$ cat src/hdl/hpdc_pkg.sv
// shared constants, codes and state types for the positivity derivative clamp
// used by the bound unit and the top level; depends on nothing
`default_nettype none

package hpdc_pkg;

  // defaults for the top-level parameters
  localparam int DATA_WIDTH_DEF = 32;
  localparam int FRAC_BITS_DEF  = 16;

  // mu is unsigned q0.16, 3*mu needs two more bits
  localparam int MU_W = 16;
  localparam int A_W  = MU_W + 2;

  // register port
  localparam int APB_AW = 3;
  localparam int APB_DW = 32;

  // register index, taken from paddr[APB_AW-1]
  localparam logic REG_MU_FACTOR = 1'b0;

  // status codes of a result word
  localparam logic STATUS_OK        = 1'b0;
  localparam logic STATUS_SHORT_RUN = 1'b1;

  // top-level sequencer
  typedef enum logic [1:0] {
    ST_IDLE,
    ST_LAUNCH,
    ST_BOUND,
    ST_EMIT
  } top_state_e;

  // which result and which bound is being worked on
  typedef enum logic [1:0] {
    PH_A_UP,
    PH_A_LO,
    PH_B_UP,
    PH_SINGLE
  } phase_e;

  // bound unit sequencer
  typedef enum logic [2:0] {
    BS_IDLE,
    BS_MUL,
    BS_CHK,
    BS_DIV,
    BS_SAT
  } bnd_state_e;

endpackage

`default_nettype wire

$ cat src/hdl/hpdc_if.sv
// valid/ready channel interfaces for point words and result words
// depends on nothing; widths follow the DATA_WIDTH parameter
`default_nettype none

interface hpdc_in_if #(
  parameter int DATA_WIDTH = 32
);
  logic                  valid;
  logic                  ready;
  logic [DATA_WIDTH-1:0] point_value;
  logic [DATA_WIDTH-1:0] point_slope;
  logic [DATA_WIDTH-1:0] knot;
  logic                  final_point;

  modport source (
    output valid, point_value, point_slope, knot, final_point,
    input  ready
  );
  modport sink (
    input  valid, point_value, point_slope, knot, final_point,
    output ready
  );
endinterface

interface hpdc_out_if #(
  parameter int DATA_WIDTH = 32
);
  logic                  valid;
  logic                  ready;
  logic [DATA_WIDTH-1:0] adjusted_slope;
  logic                  run_end;
  logic                  status;

  modport source (
    output valid, adjusted_slope, run_end, status,
    input  ready
  );
  modport sink (
    input  valid, adjusted_slope, run_end, status,
    output ready
  );
endinterface

`default_nettype wire

$ cat src/hdl/hpdc_bound.sv
// one slope bound +-(3*mu*value/interval), truncated and saturated
// bit-serial shift-add multiply then restoring divide; uses hpdc_pkg
`default_nettype none

module hpdc_bound #(
  parameter int DATA_WIDTH = hpdc_pkg::DATA_WIDTH_DEF,
  parameter int FRAC_BITS  = hpdc_pkg::FRAC_BITS_DEF
) (
  input  wire logic                     clk_i,
  input  wire logic                     rst_ni,
  input  wire logic                     start_i,
  input  wire logic [hpdc_pkg::A_W-1:0] a_i,
  input  wire logic [DATA_WIDTH-1:0]    value_i,
  input  wire logic [DATA_WIDTH-1:0]    k_hi_i,
  input  wire logic [DATA_WIDTH-1:0]    k_lo_i,
  input  wire logic                     negate_i,
  output logic                          done_o,
  output logic [DATA_WIDTH-1:0]         result_o
);

  localparam int AW   = hpdc_pkg::A_W;
  localparam int NSH  = (FRAC_BITS > 16) ? FRAC_BITS - 16 : 0;
  localparam int DSH  = (FRAC_BITS < 16) ? 16 - FRAC_BITS : 0;
  localparam int PW   = DATA_WIDTH + AW;
  localparam int NW   = PW + NSH;
  localparam int DWD  = DATA_WIDTH + DSH;
  localparam int QW   = DATA_WIDTH + 1;
  localparam int HW   = NW - QW;
  localparam int CW   = (HW > DWD) ? HW : DWD;
  localparam int CMAX = (AW > QW) ? AW : QW;
  localparam int CNT_W = $clog2(CMAX);

  localparam logic [QW-1:0] SIGN_Q = {{(QW-1){1'b0}}, 1'b1} << (DATA_WIDTH - 1);
  localparam logic [DATA_WIDTH-1:0] MAX_POS = {1'b0, {(DATA_WIDTH-1){1'b1}}};

  hpdc_pkg::bnd_state_e state_q, state_d;
  logic [CNT_W-1:0]       cnt_q, cnt_d;
  logic [DATA_WIDTH-1:0]  mv_q, mv_d;
  logic [DWD-1:0]         d_q, d_d;
  logic                   neg_q, neg_d;
  logic [AW-1:0]          a_sh_q, a_sh_d;
  logic [PW-1:0]          p_q, p_d;
  logic [DWD-1:0]         r_q, r_d;
  logic [QW-1:0]          lo_q, lo_d;
  logic                   ovf_q, ovf_d;
  logic                   zero_q, zero_d;
  logic [DATA_WIDTH-1:0]  result_q, result_d;
  logic                   done_q, done_d;

  logic [DATA_WIDTH:0]    kdiff;
  logic [DATA_WIDTH-1:0]  di;
  logic [NW-1:0]          num;
  logic [HW-1:0]          num_hi;
  logic [DWD:0]           rs;
  logic                   ge;
  logic [QW-1:0]          mag;
  logic [QW-1:0]          mag_neg;

  assign kdiff   = {k_hi_i[DATA_WIDTH-1], k_hi_i} - {k_lo_i[DATA_WIDTH-1], k_lo_i};
  assign di      = kdiff[DATA_WIDTH] ? DATA_WIDTH'(-kdiff) : kdiff[DATA_WIDTH-1:0];
  assign num     = NW'(p_q) << NSH;
  assign num_hi  = num[NW-1:QW];
  assign rs      = {r_q, lo_q[QW-1]};
  assign ge      = rs >= {1'b0, d_q};
  assign mag     = (ovf_q || lo_q > SIGN_Q) ? SIGN_Q : lo_q;
  assign mag_neg = ~mag + {{(QW-1){1'b0}}, 1'b1};

  always_comb begin
    state_d  = state_q;
    cnt_d    = cnt_q;
    mv_d     = mv_q;
    d_d      = d_q;
    neg_d    = neg_q;
    a_sh_d   = a_sh_q;
    p_d      = p_q;
    r_d      = r_q;
    lo_d     = lo_q;
    ovf_d    = ovf_q;
    zero_d   = zero_q;
    result_d = result_q;
    done_d   = 1'b0;
    unique case (state_q)
      hpdc_pkg::BS_IDLE: begin
        if (start_i) begin
          mv_d    = value_i[DATA_WIDTH-1] ? DATA_WIDTH'(-value_i) : value_i;
          d_d     = DWD'(di) << DSH;
          neg_d   = value_i[DATA_WIDTH-1] ^ kdiff[DATA_WIDTH] ^ negate_i;
          a_sh_d  = a_i;
          p_d     = '0;
          cnt_d   = CNT_W'(AW - 1);
          state_d = hpdc_pkg::BS_MUL;
        end
      end
      hpdc_pkg::BS_MUL: begin
        // msb first: p = 2p + bit*mv
        p_d    = (p_q << 1) + (a_sh_q[AW-1] ? PW'(mv_q) : '0);
        a_sh_d = a_sh_q << 1;
        if (cnt_q == '0) begin
          state_d = hpdc_pkg::BS_CHK;
        end else begin
          cnt_d = cnt_q - 1'b1;
        end
      end
      hpdc_pkg::BS_CHK: begin
        zero_d = 1'b0;
        ovf_d  = 1'b0;
        if (p_q == '0) begin
          // zero mu or zero value gives zero, even over a zero interval
          zero_d  = 1'b1;
          state_d = hpdc_pkg::BS_SAT;
        end else if (CW'(num_hi) >= CW'(d_q)) begin
          // quotient needs more than QW bits, also catches a zero interval
          ovf_d   = 1'b1;
          state_d = hpdc_pkg::BS_SAT;
        end else begin
          r_d     = DWD'(num_hi);
          lo_d    = num[QW-1:0];
          cnt_d   = CNT_W'(QW - 1);
          state_d = hpdc_pkg::BS_DIV;
        end
      end
      hpdc_pkg::BS_DIV: begin
        // dividend bits leave at the top of lo_q, quotient bits enter at the bottom
        r_d  = ge ? DWD'(rs - {1'b0, d_q}) : DWD'(rs);
        lo_d = {lo_q[QW-2:0], ge};
        if (cnt_q == '0) begin
          state_d = hpdc_pkg::BS_SAT;
        end else begin
          cnt_d = cnt_q - 1'b1;
        end
      end
      hpdc_pkg::BS_SAT: begin
        if (zero_q) begin
          result_d = '0;
        end else if (neg_q) begin
          result_d = mag_neg[DATA_WIDTH-1:0];
        end else if (ovf_q || lo_q >= SIGN_Q) begin
          result_d = MAX_POS;
        end else begin
          result_d = lo_q[DATA_WIDTH-1:0];
        end
        done_d  = 1'b1;
        state_d = hpdc_pkg::BS_IDLE;
      end
      default: begin
        state_d = hpdc_pkg::BS_IDLE;
      end
    endcase
  end

  always_ff @(posedge clk_i or negedge rst_ni) begin
    if (!rst_ni) begin
      state_q <= hpdc_pkg::BS_IDLE;
      done_q  <= 1'b0;
    end else begin
      state_q <= state_d;
      done_q  <= done_d;
    end
  end

  always_ff @(posedge clk_i) begin
    cnt_q    <= cnt_d;
    mv_q     <= mv_d;
    d_q      <= d_d;
    neg_q    <= neg_d;
    a_sh_q   <= a_sh_d;
    p_q      <= p_d;
    r_q      <= r_d;
    lo_q     <= lo_d;
    ovf_q    <= ovf_d;
    zero_q   <= zero_d;
    result_q <= result_d;
  end

  assign done_o   = done_q;
  assign result_o = result_q;

endmodule

`default_nettype wire

$ cat src/hdl/hermite_positivity_derivative_clamp.sv
// top level of the positivity-preserving hermite derivative clamp
// uses hpdc_pkg, the channel interfaces in hpdc_if.sv and hpdc_bound
`default_nettype none

// Clamps the derivative of each point of a run of cubic hermite data so that
// the bezier control values stay positive: a slope may not exceed
// 3*mu*value/(left interval) nor fall below -3*mu*value/(right interval).
// The first point of a run is held to the lower limit only, the last to the
// upper limit only, and an endpoint that is not clamped gives zero while mu
// is zero. Results come one point late: a point's word leaves when the next
// point arrives, and the marked last point releases two words. A run of a
// single point gives one word with slope 0, run_end 1 and status 1. Values,
// slopes and knots are signed q(FRAC_BITS); a zero interval or a bound out of
// range saturates. mu sits in register 0 (unsigned q0.16) on the register
// port; write it only between runs or while the block is idle. Timing: one
// point at a time. Each bound is worked by a single bit-serial unit, an
// 18-step shift-add multiply followed by a DATA_WIDTH+1 step restoring
// divide that is skipped for a zero product or an overflowing quotient. An
// interior point needs up to two bounds; a first point takes one bound, a
// last point one more, and the first point of a run is just held on arrival,
// with no bound, while the block stays ready. A finished word waits in the
// output register while the next point is taken.

module hermite_positivity_derivative_clamp #(
  parameter int DATA_WIDTH = hpdc_pkg::DATA_WIDTH_DEF,
  parameter int FRAC_BITS  = hpdc_pkg::FRAC_BITS_DEF
) (
  input  wire logic                          clk_i,
  input  wire logic                          rst_ni,
  // point words in, result words out
  hpdc_in_if.sink                            in_i,
  hpdc_out_if.source                         out_o,
  // register port
  input  wire logic                          psel,
  input  wire logic                          penable,
  input  wire logic                          pwrite,
  input  wire logic [hpdc_pkg::APB_AW-1:0]   paddr,
  input  wire logic [hpdc_pkg::APB_DW-1:0]   pwdata,
  output logic      [hpdc_pkg::APB_DW-1:0]   prdata,
  output logic                               pready
);

  localparam int MU_W = hpdc_pkg::MU_W;
  localparam int A_W  = hpdc_pkg::A_W;

  // ---------------------------------------------------------------------------
  // mu register
  // ---------------------------------------------------------------------------
  logic [MU_W-1:0] mu_q, mu_d;
  logic            reg_sel_mu;
  logic [A_W-1:0]  a3mu;

  assign pready     = 1'b1;
  assign reg_sel_mu = (paddr[hpdc_pkg::APB_AW-1] == hpdc_pkg::REG_MU_FACTOR);
  assign prdata     = reg_sel_mu ? hpdc_pkg::APB_DW'(mu_q) : '0;

  always_comb begin
    mu_d = mu_q;
    if (psel && penable && pwrite && pready && reg_sel_mu) begin
      mu_d = pwdata[MU_W-1:0];
    end
  end

  // 3*mu as shift and add
  assign a3mu = {1'b0, mu_q, 1'b0} + {2'b00, mu_q};

  // ---------------------------------------------------------------------------
  // run state and sequencer
  // ---------------------------------------------------------------------------
  hpdc_pkg::top_state_e state_q, state_d;
  hpdc_pkg::phase_e     phase_q, phase_d;

  // point waiting for its successor
  logic [DATA_WIDTH-1:0] held_value_q, held_value_d;
  logic [DATA_WIDTH-1:0] held_slope_q, held_slope_d;
  logic [DATA_WIDTH-1:0] held_knot_q,  held_knot_d;
  logic [DATA_WIDTH-1:0] kbh_q,        kbh_d;
  logic                  have_held_q,  have_held_d;
  logic                  held_first_q, held_first_d;

  // point just taken
  logic [DATA_WIDTH-1:0] new_value_q, new_value_d;
  logic [DATA_WIDTH-1:0] new_slope_q, new_slope_d;
  logic [DATA_WIDTH-1:0] new_knot_q,  new_knot_d;
  logic                  new_fin_q,   new_fin_d;

  // slope of the word being built
  logic [DATA_WIDTH-1:0] res_q, res_d;

  // output register
  logic                  out_valid_q;
  logic [DATA_WIDTH-1:0] out_slope_q;
  logic                  out_end_q;
  logic                  out_status_q;
  logic                  out_load;

  // bound unit hookup
  logic                  bnd_start;
  logic [DATA_WIDTH-1:0] bnd_value;
  logic [DATA_WIDTH-1:0] bnd_khi;
  logic [DATA_WIDTH-1:0] bnd_klo;
  logic                  bnd_neg;
  logic                  bnd_done;
  logic [DATA_WIDTH-1:0] bnd_res;

  logic                  in_acc;

  assign in_acc = in_i.valid && in_i.ready;

  // operands for the bound named by the phase
  always_comb begin
    bnd_value = held_value_q;
    bnd_khi   = held_knot_q;
    bnd_klo   = kbh_q;
    bnd_neg   = 1'b0;
    unique case (phase_q)
      hpdc_pkg::PH_A_UP: begin
        // upper limit of the held point over its left interval
        bnd_value = held_value_q;
        bnd_khi   = held_knot_q;
        bnd_klo   = kbh_q;
        bnd_neg   = 1'b0;
      end
      hpdc_pkg::PH_A_LO: begin
        // lower limit of the held point over its right interval
        bnd_value = held_value_q;
        bnd_khi   = new_knot_q;
        bnd_klo   = held_knot_q;
        bnd_neg   = 1'b1;
      end
      hpdc_pkg::PH_B_UP: begin
        // upper limit of the last point
        bnd_value = new_value_q;
        bnd_khi   = new_knot_q;
        bnd_klo   = held_knot_q;
        bnd_neg   = 1'b0;
      end
      hpdc_pkg::PH_SINGLE: begin
        bnd_value = '0;
        bnd_khi   = '0;
        bnd_klo   = '0;
        bnd_neg   = 1'b0;
      end
    endcase
  end

  always_comb begin
    state_d      = state_q;
    phase_d      = phase_q;
    held_value_d = held_value_q;
    held_slope_d = held_slope_q;
    held_knot_d  = held_knot_q;
    kbh_d        = kbh_q;
    have_held_d  = have_held_q;
    held_first_d = held_first_q;
    new_value_d  = new_value_q;
    new_slope_d  = new_slope_q;
    new_knot_d   = new_knot_q;
    new_fin_d    = new_fin_q;
    res_d        = res_q;
    out_load     = 1'b0;
    bnd_start    = 1'b0;
    in_i.ready   = 1'b0;
    unique case (state_q)
      hpdc_pkg::ST_IDLE: begin
        in_i.ready = 1'b1;
        if (in_acc) begin
          if (!have_held_q) begin
            if (in_i.final_point) begin
              // run of one point: error word
              res_d        = '0;
              phase_d      = hpdc_pkg::PH_SINGLE;
              held_first_d = 1'b1;
              state_d      = hpdc_pkg::ST_EMIT;
            end else begin
              // first point of a run: just hold it
              held_value_d = in_i.point_value;
              held_slope_d = in_i.point_slope;
              held_knot_d  = in_i.knot;
              have_held_d  = 1'b1;
              held_first_d = 1'b1;
            end
          end else begin
            new_value_d = in_i.point_value;
            new_slope_d = in_i.point_slope;
            new_knot_d  = in_i.knot;
            new_fin_d   = in_i.final_point;
            // a first point skips the upper limit
            phase_d     = held_first_q ? hpdc_pkg::PH_A_LO : hpdc_pkg::PH_A_UP;
            state_d     = hpdc_pkg::ST_LAUNCH;
          end
        end
      end
      hpdc_pkg::ST_LAUNCH: begin
        bnd_start = 1'b1;
        state_d   = hpdc_pkg::ST_BOUND;
      end
      hpdc_pkg::ST_BOUND: begin
        if (bnd_done) begin
          unique case (phase_q)
            hpdc_pkg::PH_A_UP: begin
              if ($signed(bnd_res) < $signed(held_slope_q)) begin
                res_d   = bnd_res;
                state_d = hpdc_pkg::ST_EMIT;
              end else begin
                phase_d = hpdc_pkg::PH_A_LO;
                state_d = hpdc_pkg::ST_LAUNCH;
              end
            end
            hpdc_pkg::PH_A_LO: begin
              if ($signed(held_slope_q) < $signed(bnd_res)) begin
                res_d = bnd_res;
              end else if (held_first_q && mu_q == '0) begin
                // unclamped endpoint with zero mu
                res_d = '0;
              end else begin
                res_d = held_slope_q;
              end
              state_d = hpdc_pkg::ST_EMIT;
            end
            hpdc_pkg::PH_B_UP: begin
              if ($signed(bnd_res) < $signed(new_slope_q)) begin
                res_d = bnd_res;
              end else if (mu_q == '0) begin
                res_d = '0;
              end else begin
                res_d = new_slope_q;
              end
              state_d = hpdc_pkg::ST_EMIT;
            end
            hpdc_pkg::PH_SINGLE: begin
              state_d = hpdc_pkg::ST_EMIT;
            end
          endcase
        end
      end
      hpdc_pkg::ST_EMIT: begin
        if (!out_valid_q || out_o.ready) begin
          out_load = 1'b1;
          unique case (phase_q)
            hpdc_pkg::PH_A_UP, hpdc_pkg::PH_A_LO: begin
              if (new_fin_q) begin
                // last point still owes its own word
                phase_d = hpdc_pkg::PH_B_UP;
                state_d = hpdc_pkg::ST_LAUNCH;
              end else begin
                kbh_d        = held_knot_q;
                held_value_d = new_value_q;
                held_slope_d = new_slope_q;
                held_knot_d  = new_knot_q;
                held_first_d = 1'b0;
                state_d      = hpdc_pkg::ST_IDLE;
              end
            end
            hpdc_pkg::PH_B_UP: begin
              have_held_d  = 1'b0;
              held_first_d = 1'b1;
              state_d      = hpdc_pkg::ST_IDLE;
            end
            hpdc_pkg::PH_SINGLE: begin
              state_d = hpdc_pkg::ST_IDLE;
            end
          endcase
        end
      end
    endcase
  end

  hpdc_bound #(
    .DATA_WIDTH (DATA_WIDTH),
    .FRAC_BITS  (FRAC_BITS)
  ) u_bound (
    .clk_i    (clk_i),
    .rst_ni   (rst_ni),
    .start_i  (bnd_start),
    .a_i      (a3mu),
    .value_i  (bnd_value),
    .k_hi_i   (bnd_khi),
    .k_lo_i   (bnd_klo),
    .negate_i (bnd_neg),
    .done_o   (bnd_done),
    .result_o (bnd_res)
  );

  // ---------------------------------------------------------------------------
  // registers
  // ---------------------------------------------------------------------------
  always_ff @(posedge clk_i or negedge rst_ni) begin
    if (!rst_ni) begin
      mu_q         <= '0;
      state_q      <= hpdc_pkg::ST_IDLE;
      phase_q      <= hpdc_pkg::PH_A_UP;
      have_held_q  <= 1'b0;
      held_first_q <= 1'b1;
      held_value_q <= '0;
      held_slope_q <= '0;
      held_knot_q  <= '0;
      kbh_q        <= '0;
      out_valid_q  <= 1'b0;
    end else begin
      mu_q         <= mu_d;
      state_q      <= state_d;
      phase_q      <= phase_d;
      have_held_q  <= have_held_d;
      held_first_q <= held_first_d;
      held_value_q <= held_value_d;
      held_slope_q <= held_slope_d;
      held_knot_q  <= held_knot_d;
      kbh_q        <= kbh_d;
      if (out_load) begin
        out_valid_q <= 1'b1;
      end else if (out_o.ready) begin
        out_valid_q <= 1'b0;
      end
    end
  end

  always_ff @(posedge clk_i) begin
    new_value_q <= new_value_d;
    new_slope_q <= new_slope_d;
    new_knot_q  <= new_knot_d;
    new_fin_q   <= new_fin_d;
    res_q       <= res_d;
    if (out_load) begin
      out_slope_q  <= res_q;
      out_end_q    <= (phase_q == hpdc_pkg::PH_B_UP) || (phase_q == hpdc_pkg::PH_SINGLE);
      out_status_q <= (phase_q == hpdc_pkg::PH_SINGLE) ? hpdc_pkg::STATUS_SHORT_RUN
                                                         : hpdc_pkg::STATUS_OK;
    end
  end

  assign out_o.valid          = out_valid_q;
  assign out_o.adjusted_slope = out_slope_q;
  assign out_o.run_end        = out_end_q;
  assign out_o.status         = out_status_q;

  // ---------------------------------------------------------------------------
  // checks
  // ---------------------------------------------------------------------------
`ifndef SYNTH
  // never overwrite a word that has not been taken
  a_no_overwrite: assert property (@(posedge clk_i) disable iff (!rst_ni)
    out_load |-> (!out_valid_q || out_o.ready))
    else $error("output word overwritten");

  // the bound unit only answers while the sequencer waits for it
  a_done_in_bound: assert property (@(posedge clk_i) disable iff (!rst_ni)
    bnd_done |-> (state_q == hpdc_pkg::ST_BOUND))
    else $error("bound finished outside of bound state");

  // an error word always closes its run
  a_status_end: assert property (@(posedge clk_i) disable iff (!rst_ni)
    (out_valid_q && out_status_q == hpdc_pkg::STATUS_SHORT_RUN) |-> out_end_q)
    else $error("short-run status without run_end");

  // with nothing held the next point is the first of a run
  a_empty_first: assert property (@(posedge clk_i) disable iff (!rst_ni)
    !have_held_q |-> held_first_q)
    else $error("empty hold not marked as run start");
`endif

endmodule

`default_nettype wire
$ cat src/flat_wrapper.sv
// flat-port wrapper written by rule: the top's interface ports become plain ports
module hermite_positivity_derivative_clamp_flat 
#(
  parameter int DATA_WIDTH = hpdc_pkg::DATA_WIDTH_DEF,
  parameter int FRAC_BITS  = hpdc_pkg::FRAC_BITS_DEF
)
  (clk_i, rst_ni, psel, penable, pwrite, paddr, pwdata, prdata, pready, in_i_valid, in_i_point_value, in_i_point_slope, in_i_knot, in_i_final_point, in_i_ready, out_o_valid, out_o_adjusted_slope, out_o_run_end, out_o_status, out_o_ready);
  hpdc_in_if #(.DATA_WIDTH(DATA_WIDTH)) in_i_i ();
  hpdc_out_if #(.DATA_WIDTH(DATA_WIDTH)) out_o_i ();
  input  wire logic clk_i;
  input  wire logic rst_ni;
  input  wire logic psel;
  input  wire logic penable;
  input  wire logic pwrite;
  input  wire logic [hpdc_pkg::APB_AW-1:0] paddr;
  input  wire logic [hpdc_pkg::APB_DW-1:0] pwdata;
  output logic      [hpdc_pkg::APB_DW-1:0] prdata;
  output logic pready;
  input wire logic [$bits(in_i_i.valid)-1:0] in_i_valid;
  input wire logic [$bits(in_i_i.point_value)-1:0] in_i_point_value;
  input wire logic [$bits(in_i_i.point_slope)-1:0] in_i_point_slope;
  input wire logic [$bits(in_i_i.knot)-1:0] in_i_knot;
  input wire logic [$bits(in_i_i.final_point)-1:0] in_i_final_point;
  output wire logic [$bits(in_i_i.ready)-1:0] in_i_ready;
  output wire logic [$bits(out_o_i.valid)-1:0] out_o_valid;
  output wire logic [$bits(out_o_i.adjusted_slope)-1:0] out_o_adjusted_slope;
  output wire logic [$bits(out_o_i.run_end)-1:0] out_o_run_end;
  output wire logic [$bits(out_o_i.status)-1:0] out_o_status;
  input wire logic [$bits(out_o_i.ready)-1:0] out_o_ready;
  assign in_i_i.valid = in_i_valid;
  assign in_i_i.point_value = in_i_point_value;
  assign in_i_i.point_slope = in_i_point_slope;
  assign in_i_i.knot = in_i_knot;
  assign in_i_i.final_point = in_i_final_point;
  assign in_i_ready = in_i_i.ready;
  assign out_o_valid = out_o_i.valid;
  assign out_o_adjusted_slope = out_o_i.adjusted_slope;
  assign out_o_run_end = out_o_i.run_end;
  assign out_o_status = out_o_i.status;
  assign out_o_i.ready = out_o_ready;
  hermite_positivity_derivative_clamp #(.DATA_WIDTH(DATA_WIDTH), .FRAC_BITS(FRAC_BITS)) u_core (.clk_i(clk_i), .rst_ni(rst_ni), .in_i(in_i_i), .out_o(out_o_i), .psel(psel), .penable(penable), .pwrite(pwrite), .paddr(paddr), .pwdata(pwdata), .prdata(prdata), .pready(pready));
endmodule
$ cat config.mk
export PLATFORM = sky130hd
export DESIGN_NAME = hermite_positivity_derivative_clamp_flat
export DESIGN_NICKNAME = d
export VERILOG_FILES = /design/src/hdl/hpdc_pkg.sv /design/src/hdl/hpdc_if.sv /design/src/hdl/hpdc_bound.sv /design/src/hdl/hermite_positivity_derivative_clamp.sv /design/src/flat_wrapper.sv
export SDC_FILE = /design/constraint.sdc
export NUM_CORES = 1
export LEC_CHECK = 0
export ABC_AREA = 1
export BUFFER_PORTS_ARGS = -buffer_cell sky130_fd_sc_hd__buf_2
export CAP_MARGIN = 20
export CORE_MARGIN = 2
export CORE_UTILIZATION = 65
export DETAILED_ROUTE_END_ITERATION = 8
export PLACE_DENSITY = 0.84
export SLEW_MARGIN = 25
export SYNTH_ARGS = -nofsm -noshare
export SYNTH_HDL_FRONTEND = slang
export SYNTH_SLANG_ARGS = --single-unit
$ cat constraint.sdc
create_clock -name clk_i -period 14.6 [get_ports clk_i]
set_input_delay 0.73 -clock clk_i [delete_from_list [all_inputs] [get_ports clk_i]]
set_output_delay 0.73 -clock clk_i [all_outputs]
set_load 0.05 [all_outputs]
==> flow_summary.ini <==
[grt]
antenna_found_initial = 2
grt_use_total_pct = 33.4
grt_pass1_vias = 31327
grt-ovfl-total = 0
grt_max_degree = 101
grt_pass1_wl_um = 160000

[timing]
fin_tns_setup_ns = 0
relSlewSlack_pct = 28.6
hold_viol = 0
setup_violations = 0
skew_ns = 0.0226
rsz0062_at_grt = false
period_minus_slack_ns = 5.58
slew_viol_final = 0
fmax_mhz = 179
max_slew.worst_pin.slew_ns = 1.07
period_share_pct = 38.2

[layout]
nFillCells = 4484
regArea_um2 = 15900
multi_input_area_um2 = 18000
drive_above_1_share_pct = 7.32
syn2layout_area_growth_pct = 9.13
fin_nets = 5283

[floorplanning]
dieArea_um2 = 58900
io_pins = 208
start_util_pct = 65.7
core_area_um2 = 56400
core.rowCount = 87
dieHeight_um = 243
fp.dieW_um = 243

[critical_path]
arrival_ns = 5.95
cp_data_required_time_ns = 14.97
crit_path_end_kind = flip-flop
timing.rr.start = u_core.phase_q[0]
crit_path_start = u_core.phase_q[0]
r2r_cells = 20
cp-start-kind = flip-flop
path_max_fanout = 37
crit_type = reg -> reg
r2r_end = u_core.u_bound.d_q[17]
rrSetupSlack_ns = 9.02

[cts]
hold_buffers = 0
clock_path_buffers = 3
cts_tree = built
cts_buffers = 57
cts_setup_buffers = 0
cts_num_sinks = 556
insertion_delay_ns = 0.64
cts.reportedPaths.clkPinSlew_ns = 0.07
htree_levels = 2
ctsResizeCount = 0
cts_root_buffer = clkbuf_16

[hold_path]
hold_path.class = in -> async

[yosys]
yosys.area.top_type = edfxtp_1
seq_area_frac_synth_pct = 43.0
ys.warnings.count = 0
synth_async_sr_flop_share_pct = 27.9
yosysUniqueCellTypes = 62
yosys_register_bits = 556
syn_area_um2 = 37000
synth.most_common_cell = nand2_1
syn_avg_cell_area_um2 = 7.67
synth-edff-count = 401
ys.flop_type = edfxtp_1
synth_commonest_cells = 1306 x nand2_1, 643 x inv_1, 595 x nor2_1, 401 x edfxtp_1, 293 x o21ai_0
synthCells = 4827
synth.area.top_cells = edfxtp_1 33%, nand2_1 13%, dfrtp_1 10%
netlist.area_leader.share_pct = 32.5

[drt]
drc = 0
vias_per_cell = 5.79
drt-wirelength-per-cell_um = 17.4
dr.pass1.iters = 8
routed_wl_um = 99800
via_count = 33209
ant_nets = 0
drt_iter0_drc = 3319

[flow_run]
maxCapViolCount = 0

[placed_design]
portBuffers = 172
dp_hpwl_um = 71700
routabilityCongestion = 0.953

[outcome]
status = finished clean
-- metal layers --
metal  vias to the layer above  track usage, %  wire (um)
met5                         -               0          0
met1                     15401            44.5      40900
met4                         0            15.1       4780
li1                      16063               -          -
met2                      1475            55.5      46200
met3                       270            3.75       7910
-- cells in the final DEF (no fill, tap or decap), types with 154 or more instances in the layout --
cell type,n
nor2_1,587
inv_1,640
o21ai_0,291
nand3_1,224
edfxtp_1,401
ha_1,212
nand2_1,1306
buf_2,171
a21oi_1,227
dfrtp_1,154
-- worst max-delay path by stage --
stage                             end  slack [ns]  cells after the start
6_report       u_core.u_bound.d_q[17]        9.02                     20
5_1_grt        u_core.u_bound.d_q[17]        8.52                     21
3_3_place_gp   u_core.u_bound.d_q[17]        9.54                     20
3_5_place_dp   u_core.u_bound.d_q[17]        9.48                     20
4_1_cts        u_core.u_bound.d_q[17]        9.40                     20
2_1_floorplan  u_core.u_bound.lo_q[0]        7.92                     10
-- stage by stage --
step                setup WS (ns)  cell area (um^2)  std cells  hold WS (ns)  util [%]
finish                       9.02             40400       5731         0.178      71.7
detailed placement           9.48             38400       5620         0.405      68.1
floorplan                    7.92             37100       4842         0.400         -
global placement             9.54             38400       5620         0.401      68.1
CTS                          9.40             40300       5726         0.206      71.5
global route                 8.52             40400       5731         0.250      71.7
-- registers in the layout, summed over array words and instances (netlist names), 2 cells and up --
register and cells:
u_core.held_knot_q 32, u_core.held_slope_q 32, u_core.held_value_q 32, u_core.kbh_q 32, u_core.mu_q 16, u_core.new_knot_q 32, u_core.new_slope_q 32, u_core.new_value_q 32
u_core.out_o.adjusted_slope 32, u_core.phase_q 2, u_core.res_q 32, u_core.state_q 2, u_core.u_bound.a_sh_q 18, u_core.u_bound.cnt_q 6, u_core.u_bound.d_q 32, u_core.u_bound.lo_q 33
u_core.u_bound.mv_q 32, u_core.u_bound.num 50, u_core.u_bound.r_q 32, u_core.u_bound.result_o 32, u_core.u_bound.state_q 3
-- final cells by class --
type	count	area share, %
Multi-Input combinational cell	3452	44.5
Sequential cell	556	39.4
Inverter	650	6.04
Clock buffer	65	3.78
Timing Repair Buffer	209	2.95
Tap cell	756	2.34
Clock inverter	41	0.917
Antenna cell	2	0.0124
-- cell families (layout without fill, tap and decap cells) --
logic type      count (synthesis)  in the layout  synth area share (%)
compound gates                819            819                  12.9
xor+xnor                      115            115                  2.74
fa+ha+maj                     218            218                  7.45
buf+inv                       834            965                  8.87
flops                         556            556                  43.0
mux                             2              2                0.0608
other cells                     2             19                0.0203
simple gates                 2281           2281                  25.0
-- worst max-delay path, cell delays in order, from the launching register on --
cell	delay, ns
dfrtp_1	0.42
inv_1	0.14
ha_1	0.17
buf_4	0.40
clkinv_1	0.87
o21ai_0	0.47
ha_1	0.34
nand2_1	0.15
nor2_1	0.25
nand3_1	0.13
nand3_2	0.15
nand2_1	0.12
nand2_1	0.11
nand2_1	0.09
nand3_1	0.07
nand2_1	0.06
nand2_2	0.52
inv_2	0.19
a21oi_1	0.19
xor2_1	0.34
inv_1	0.08
Power is not shown: default switching activity piles up to over one toggle a cycle in this logic, so the estimate is an artifact.
